### config.mk
export PLATFORM = sky130hd
export DESIGN_NAME = kfl_divider
export DESIGN_NICKNAME = d
export VERILOG_FILES = /design/src/design/keyframe_int_lerp_sampler_top_assert.svh /design/src/design/kfl_pkg.sv /design/src/design/kfl_divider.sv
export SDC_FILE = /design/constraint.sdc
export NUM_CORES = 1
export LEC_CHECK = 0
export BUFFER_PORTS_ARGS = -buffer_cell sky130_fd_sc_hd__buf_2
export CORE_MARGIN = 1.5
export CORE_UTILIZATION = 54
export CTS_BUF_LIST = sky130_fd_sc_hd__clkbuf_8 sky130_fd_sc_hd__clkbuf_16
export CTS_CLUSTER_DIAMETER = 120
export CTS_CLUSTER_SIZE = 30
export DETAILED_ROUTE_END_ITERATION = 10
export GPL_TIMING_DRIVEN = 0
export PLACE_DENSITY = 0.8
export SLEW_MARGIN = 40
export SYNTH_ARGS = -nofsm -noshare
export SYNTH_HDL_FRONTEND = slang
export SYNTH_SLANG_ARGS = --single-unit
### constraint.sdc
create_clock -name clk_i -period 4 [get_ports clk_i]
set_input_delay 0.4 -clock clk_i [delete_from_list [all_inputs] [get_ports clk_i]]
set_output_delay 0.4 -clock clk_i [all_outputs]
set_load 0.01 [all_outputs]
### src/design/keyframe_int_lerp_sampler_top_assert.svh
// ----------------------------------------------------------------------------
// Keyframe sampler assertion macros
// Shared property wrappers for the keyframe sampler; clock and reset are
// passed in so the macros stay free of hidden names.
// ----------------------------------------------------------------------------
`ifndef KEYFRAME_INT_LERP_SAMPLER_TOP_ASSERT_SVH
`define KEYFRAME_INT_LERP_SAMPLER_TOP_ASSERT_SVH

// same-cycle implication
`define KFL_ASSERT_IMPL(lbl, clk, rst_n, ante, cons, msg) \
  lbl: assert property (@(posedge clk) disable iff (!rst_n) (ante) |-> (cons)) \
    else $error(msg);

// next-cycle implication
`define KFL_ASSERT_NEXT(lbl, clk, rst_n, ante, cons, msg) \
  lbl: assert property (@(posedge clk) disable iff (!rst_n) (ante) |=> (cons)) \
    else $error(msg);

`endif

### src/design/kfl_pkg.sv
// ----------------------------------------------------------------------------
// Keyframe sampler package
// Types, sequencer states and constants shared by the sampler modules.
// ----------------------------------------------------------------------------
package kfl_pkg;

  // default key table depth
  localparam int MAX_KEYS_DEF = 64;

  // item opcodes
  localparam logic OP_APPEND = 1'b0;
  localparam logic OP_SAMPLE = 1'b1;

  // divider widths and step counts
  localparam int REM_W  = 34;
  localparam int DIVR_W = 33;
  localparam int STEP_W = 6;
  localparam logic [STEP_W-1:0] MOD_STEPS  = 6'd32;
  localparam logic [STEP_W-1:0] FRAC_STEPS = 6'd16;

  // fraction of 1.0 in Q1.16, and the rounding offset
  localparam logic [16:0] FRAC_ONE   = 17'h10000;
  localparam logic [16:0] FRAC_ZERO  = 17'h00000;
  localparam logic signed [50:0] ROUND_HALF = 51'sd32768;

  // one stored key: value in the upper word, time in the lower
  typedef struct packed {
    logic [31:0] kval;
    logic [31:0] ktime;
  } key_t;

  // request to the shared divider
  typedef struct packed {
    logic              start;
    logic [REM_W-1:0]  rem_init;
    logic [31:0]       dividend;
    logic [DIVR_W-1:0] divisor;
    logic [STEP_W-1:0] steps;
  } div_req_t;

  // divider answer
  typedef struct packed {
    logic              done;
    logic [31:0]       quotient;
    logic [DIVR_W-1:0] remainder;
  } div_rsp_t;

  // sequencer states
  typedef enum logic [3:0] {
    ST_IDLE,
    ST_RD_MIN,
    ST_RD_MAX,
    ST_CHK,
    ST_MOD,
    ST_CLAMP,
    ST_SCMP,
    ST_RD_T0,
    ST_RD_T1,
    ST_FRAC,
    ST_DIV,
    ST_MUL,
    ST_ADD,
    ST_OUT
  } state_e;

endpackage

### src/design/kfl_divider.sv
// ----------------------------------------------------------------------------
// Shared restoring divider
// One quotient bit per cycle; serves both the loop wrap and the fraction.
// ----------------------------------------------------------------------------
module kfl_divider (
  input  logic              clk_i,
  input  logic              rst_ni,
  input  kfl_pkg::div_req_t req_i,
  output kfl_pkg::div_rsp_t rsp_o
);

  localparam int RW = kfl_pkg::REM_W;
  localparam int DW = kfl_pkg::DIVR_W;

  logic                       busy_q, done_q;
  logic [kfl_pkg::STEP_W-1:0] cnt_q;
  logic [RW-1:0]              rem_q;
  logic [31:0]                num_q;
  logic [31:0]                quot_q;
  logic [DW-1:0]              div_q;

  logic [RW-1:0] rem_sh, rem_nx;
  logic          ge;

  // one restoring step: shift in a dividend bit, trial subtract
  assign rem_sh = {rem_q[RW-2:0], num_q[31]};
  assign ge     = rem_sh >= {1'b0, div_q};
  assign rem_nx = ge ? (rem_sh - {1'b0, div_q}) : rem_sh;

  // control
  always_ff @(posedge clk_i or negedge rst_ni) begin
    if (!rst_ni) begin
      busy_q <= 1'b0;
      done_q <= 1'b0;
    end else begin
      done_q <= busy_q && (cnt_q == kfl_pkg::STEP_W'(1));
      if (req_i.start) begin
        busy_q <= 1'b1;
      end else if (busy_q && (cnt_q == kfl_pkg::STEP_W'(1))) begin
        busy_q <= 1'b0;
      end
    end
  end

  // operand and result registers
  always_ff @(posedge clk_i) begin
    if (req_i.start) begin
      rem_q  <= req_i.rem_init;
      num_q  <= req_i.dividend;
      div_q  <= req_i.divisor;
      cnt_q  <= req_i.steps;
      quot_q <= '0;
    end else if (busy_q) begin
      rem_q  <= rem_nx;
      num_q  <= {num_q[30:0], 1'b0};
      quot_q <= {quot_q[30:0], ge};
      cnt_q  <= cnt_q - kfl_pkg::STEP_W'(1);
    end
  end

  assign rsp_o.done      = done_q;
  assign rsp_o.quotient  = quot_q;
  assign rsp_o.remainder = rem_q[DW-1:0];

endmodule

==> metrics.txt, run 1 <==
status finished, final reports clean; # nets final roughly 1.0k; vias in the first global route 5749; Layout Skew 0.00959 ns; Post-Syn Instances 671; fin cells between 1k and 1.5k; initial core utilization 55.6%; via count 5745; PostCTS Resize Cnt 0; clk_lat worst skew 0.42 ns; Final Hold Fails 0; DP Area 8500 sq um; CP Class flip-flop to flip-flop; die height 120 um; top cell type's share of synthesized area about 42%; Layout area overhead 22.8%; final worst-path cycle share 88.9%; Final ANT Viol Nets 0; initial antenna violation count 1; Syn Std Cell Area 7390 sq um; DRC 0; Worst Path Arrival 3.67 ns; Max-slew headroom 45.8%; HP Class input pin to flip-flop; drt pass-1 iters 5; Num CTS Buffers 17; Cell Pwr Density roughly 700 nW/um^2; Final Cell Area 9070 sq um; gpl congestion 0.829; global-route wire length before repair approximately 28 mm; die extent in x approximately 120 um; Max Cap Viol 0; GRT Total Usage 25.2%; CTS tree done; Post-synth ARST share 1.45%; area leader, netlist edfxtp_1; setup violators final 0; unrepaired setup endpoints after global routing no; core region area 13300 sq um; Final Slew Violations 0; Root Driver clkbuf_16; top cells by count, synth 104 x edfxtp_1, 67 x nor2_1, 56 x mux2i_1; clk sinks 138; Syn Nets ~800; Startpoint Class flip-flop; r2r setup slk 0.45 ns; DR vias/cell 5.46; Worst Path Required 4.12 ns; Worst-path clk slew 0.06 ns; leak pwr between 4 and 5 nW; yosys warns 0; Mapped Avg Cell Area between 10 and 15 sq um; Total Routed Length 17.4 mm; ys flop type edfxtp_1; post-CTS setup buffer count 0; most frequent cell after synthesis edfxtp_1; Max Fclk about 0.28 GHz; top post-synthesis cells by area edfxtp_1 42%, dfxtp_1 8.7%, mux2i_1 7.6%; #FFs+latches synth 138; fin crit period between 3 and 4 ns; Post-synth EDFFs 104; share of post-route cells with drive strength above 1 28.2%; largest net degree at the start of global routing 38; Detailed Place HPWL roughly 13 mm; Antenna Cells 0; I/O Buffers 172; Critical Path Sink Type flip-flop; wire length per cell 16.6 um; Netlist cell types slightly below 60; post-synthesis sequential area ratio between 50% and 60%; I/O pin count 174; peak supply drop slightly below 0.4 mV; CTS H-tree depth 4; die area roughly 14000 sq um; Site Rows 42; worst slew pin tran roughly 0.81 ns; Max Root-Sink Buffers 2; gr ovfl total 0; DP Cell Count ~1k; initial drt markers 269; Worst Path Max Fanout 5
==> area by class of cell <==
| class | count | area, sq um |
|---|---|---|
| fill | 1049 | 4220 |
| sequential | 138 | 3810 |
| multi-input combinational | 457 | 3270 |
| timing repair buffer | 174 | 893 |
| clock buffer | 20 | 489 |
| tap | 176 | 220 |
| inverter | 49 | 184 |
| buffer | 27 | 131 |
| clock inverter | 12 | 72.6 |
==> registers in the layout, indices dropped and copies added, names as in the netlist <==
name	count
div_q	33
cnt_q	6
done_q	1
busy_q	1
quot_q	32
num_q	32
rem_q	33
==> cells in the final DEF (no fill, tap or decap), drive strengths merged, types with 10 or more instances in the layout <==
master  synthesis  layout
a21oi          35      35
nand3          10      10
mux2i          56      56
dfxtp          32      32
nand2          54      54
edfxtp        104     104
inv            49      56
nor2           67      67
buf            10     183
ha             35      35
xor2           10      10
xnor2          18      18
o21ai          38      38
clkbuf         17      37
mux2           32      32
==> final timing paths <==
| path | to | from | depth (start not counted) |
|---|---|---|---|
| hold / removal | div_q[8] | req_i[14] | 1 |
| min in group asynchronous | busy_q | rst_ni | 2 |
| max in group asynchronous | done_q | rst_ni | 2 |
| setup reg to reg | rem_q[32] | num_q[31] | 13 |
| hold reg to reg | quot_q[31] | quot_q[31] | 2 |
| setup / recovery | rem_q[32] | num_q[31] | 13 |
==> where the power goes <==
part / internal [W] / switching, W
registers: 0.00189 / 0.000196
clock network: 0.000876 / 0.000600
logic: 0.00122 / 0.00157
total: 0.00398 / 0.00237
==> logic make-up (layout without fill, tap and decap cells) <==
logic type,Yosys count,count (layout),synth area share [%]
muxes,88,88,12.5
xor gates and xnor gates,28,28,3.32
buffers and inverters,76,282,4.27
and+or+nand+nor,174,174,10.7
adders and majority gates,36,36,6.20
DFF,138,138,51.6
AOI/OAI and AO/OA,131,131,11.5
==> critical path, cell delays in order (launching register included) <==
cell and delay, ns:
edfxtp_1 0.36, inv_1 0.08, ha_1 0.16, inv_1 0.05, fa_1 0.39, a21oi_1 0.21
o21ai_1 0.19, a211oi_2 0.45, nor3_1 0.10, nor2_1 0.34, o311ai_1 0.24, a311oi_1 0.37
mux2i_1 0.24, a221oi_1 0.07
==> layer usage <==
metal	share of wire (%)	vias to the layer above	GRT usage (%)	routed length, um
li1	-	2814	-	-
met1	43	2717	30.9	7470
met2	48	188	41.9	8310
met3	7.6	26	8.08	1320
met4	2.0	0	8.71	348
met5	0	-	0	0
==> what timing repair did <==
item,CTS,global route
endpoints found under the setup margin,0,0
endpoints found under the hold margin,2,0
hold buffers,1,0
==> per-stage QoR <==
| stage | hold WS [ns] | utilization [%] | setup WS [ns] | TNS [ns] | power, W |
|---|---|---|---|---|---|
| 3_5_place_dp | 0.187 | 63.9 | 0.461 | 0 | 0.00486 |
| 4_1_cts | 0.136 | 68.2 | 0.437 | 0 | 0.00636 |
| 5_1_grt | 0.128 | 68.2 | 0.195 | 0 | 0.00677 |
| 2_1_floorplan | 0.104 | - | 0.912 | 0 | 0.00413 |
| 6_report | 0.152 | 68.2 | 0.446 | 0 | 0.00635 |
| 3_3_place_gp | 0.185 | 63.7 | -1.07 | -75.87 | 0.00481 |
Power figures use the tool's default switching activity.
==> inputs of run 2 (changes only) <==
--- a/config.mk
+++ b/config.mk
@@ -7,14 +7,13 @@
 export LEC_CHECK = 0
 export BUFFER_PORTS_ARGS = -buffer_cell sky130_fd_sc_hd__buf_2
 export CORE_MARGIN = 1.5
-export CORE_UTILIZATION = 54
+export CORE_UTILIZATION = 53
 export CTS_BUF_LIST = sky130_fd_sc_hd__clkbuf_8 sky130_fd_sc_hd__clkbuf_16
 export CTS_CLUSTER_DIAMETER = 120
 export CTS_CLUSTER_SIZE = 30
 export DETAILED_ROUTE_END_ITERATION = 10
 export GPL_TIMING_DRIVEN = 0
-export PLACE_DENSITY = 0.8
-export SLEW_MARGIN = 40
+export PLACE_DENSITY = 0.79
 export SYNTH_ARGS = -nofsm -noshare
 export SYNTH_HDL_FRONTEND = slang
 export SYNTH_SLANG_ARGS = --single-unit
==> metrics.txt, run 2 (synthesis gave the netlist of run 1 again) <==
largest net degree at the start of global routing 38 (unchanged); Max-slew headroom 40.4% (-5.4 points); # hold bufs at CTS 1 (unchanged); initial drt markers 379 (+41%); Site Rows 42 (unchanged); total power 0.00635 W (about the same); Cell Pwr Density 700 nW/um^2 (about the same); global-route wire length before repair 27.2 mm (-2.3%); drt pass-1 iters 5 (unchanged); Total Routed Length 17.3 mm (-0.83%); GRT Total Usage 24.3% (-0.93 points); Worst Path Max Fanout 5 (unchanged); commonest non-fill, non-tap cell in the layout buf_2; HP Class input pin to flip-flop; Max Cap Viol 0 (unchanged); DRC 0 (unchanged); Startpoint Class flip-flop; Final Core Density 67.7% (-0.54 points); Max Root-Sink Buffers 2 (unchanged); Root Driver clkbuf_16; hold path endpoint div_q[6]; PostCTS Resize Cnt 0 (unchanged); gpl congestion 0.836 (+0.86%); share of post-route cells with drive strength above 1 28.4% (+0.23 points); CP Class flip-flop to flip-flop; leak pwr 4.29 nW (-0.15%); Max Fclk 0.281 GHz (about the same); die area 14700 sq um (+1.8%); gr ovfl total 0 (unchanged); CTS tree done; Worst-path clk slew 0.06 ns (about the same); DR vias/cell 5.43 (-0.56%); most frequent cells in the layout 175 x buf_2, 104 x edfxtp_1, 67 x nor2_1, 56 x mux2i_1, 52 x nand2_1; Worst Path Arrival 3.68 ns (about the same); initial antenna violation count 0 (-1); r2r startpoint num_q[31]; Top Registers div_q: 33 flops, rem_q: 33 flops; Antenna Cells 0 (unchanged); Final Hold Fails 0 (unchanged); initial core utilization 55.2% (-0.44 points); Place WS 0.505 ns (+0.0444 ns); DP Area 8500 sq um (about the same); Layout Skew 0.00872 ns (-0.000876 ns); vias in the first global route 5593 (-2.7%); final worst slack 0.443 ns (-0.00323 ns); Detailed Place HPWL 12.5 mm (-0.71%); Critical Path Sink Type flip-flop; post-CTS setup buffer count 0 (unchanged); clk sinks 138 (unchanged); worst slew pin tran 0.895 ns (+0.0808 ns); clk_lat worst skew 0.42 ns (about the same); r2r setup slk 0.44 ns (about the same); Final Cell Area 9070 sq um (unchanged); Final ANT Viol Nets 0 (unchanged); # nets final 1008 (unchanged); final worst-path cycle share 88.9% (about the same); I/O pin count 174 (unchanged); via count 5713 (-0.56%); die extent in x 121 um (+0.92%); setup violators final 0 (unchanged); status finished, final reports clean; CTS H-tree depth 4 (unchanged); Layout area overhead 22.8% (unchanged); fin crit period 3.56 ns (+0.00323 ns); Num CTS Buffers 17 (unchanged); worst min-delay path startpoint req_i[12]; Hold Path Stages 1 (unchanged); die height 121 um (+0.92%); Worst Path Required 4.13 ns (about the same); r2r endpoint rem_q[32]; I/O Buffers 172 (unchanged); Final Slew Violations 0 (unchanged); unrepaired setup endpoints after global routing no; R2R depth 13 (unchanged); core region area 13400 sq um (+0.79%); peak supply drop 0.374 mV (-5.8%); wire length per cell 16.4 um (-0.83%)
## run 2: per-layer routing
metal	track usage (%)	wire length (um)	vias up	part of all wire, %
met4	8.09	308	0	1.8
met2	41.1	8300	190	48
li1	-	-	2818	-
met5	0	0	-	0
met3	7.14	1300	24	7.5
met1	29.7	7400	2681	43
## run 2: layout make-up
type,count,area (sq um)
Clock buffer,20,478
Tap cell,176,220
Clock inverter,12,86.3
Inverter,49,184
Multi-Input combinational cell,457,3270
Fill cell,1049,4330
Timing Repair Buffer,174,891
Buffer,27,131
Sequential cell,138,3810
## run 2: how the worst max path moves through the flow
stage | startpoint | endpoint | slack [ns] | cells past startpoint
floorplan | busy_q | cnt_q[0] | 0.91 | 4
global placement | req_i[105] | num_q[10] | -1.12 | 5
detailed placement | num_q[31] | rem_q[27] | 0.51 | 14
CTS | num_q[31] | rem_q[32] | 0.47 | 13
global route | num_q[31] | rem_q[32] | 0.22 | 13
finish | num_q[31] | rem_q[32] | 0.44 | 13
## run 2: critical path, cell delays in order, from the launching register on
cell	delay (ns)
edfxtp_1	0.35
inv_1	0.08
ha_1	0.17
inv_1	0.06
fa_1	0.40
a21oi_1	0.22
o21ai_1	0.20
a211oi_2	0.45
nor3_1	0.10
nor2_1	0.31
o311ai_1	0.23
a311oi_1	0.39
mux2i_1	0.24
a221oi_1	0.07
## run 2: report_power, final
group / total [W] / internal, W / switching (W)
registers: 0.00208 / 0.00189 / 0.000189
logic: 0.00280 / 0.00122 / 0.00158
clock network: 0.00148 / 0.000869 / 0.000614
## run 2: per-stage QoR
step                      std cells  hold WS (ns)  TNS (ns)
after floorplan                 671         0.104         0
after global placement         1019         0.185    -79.16
after detailed placement       1020         0.188         0
after CTS                      1053         0.141         0
after global routing           1053         0.140         0
final                          1053         0.151         0
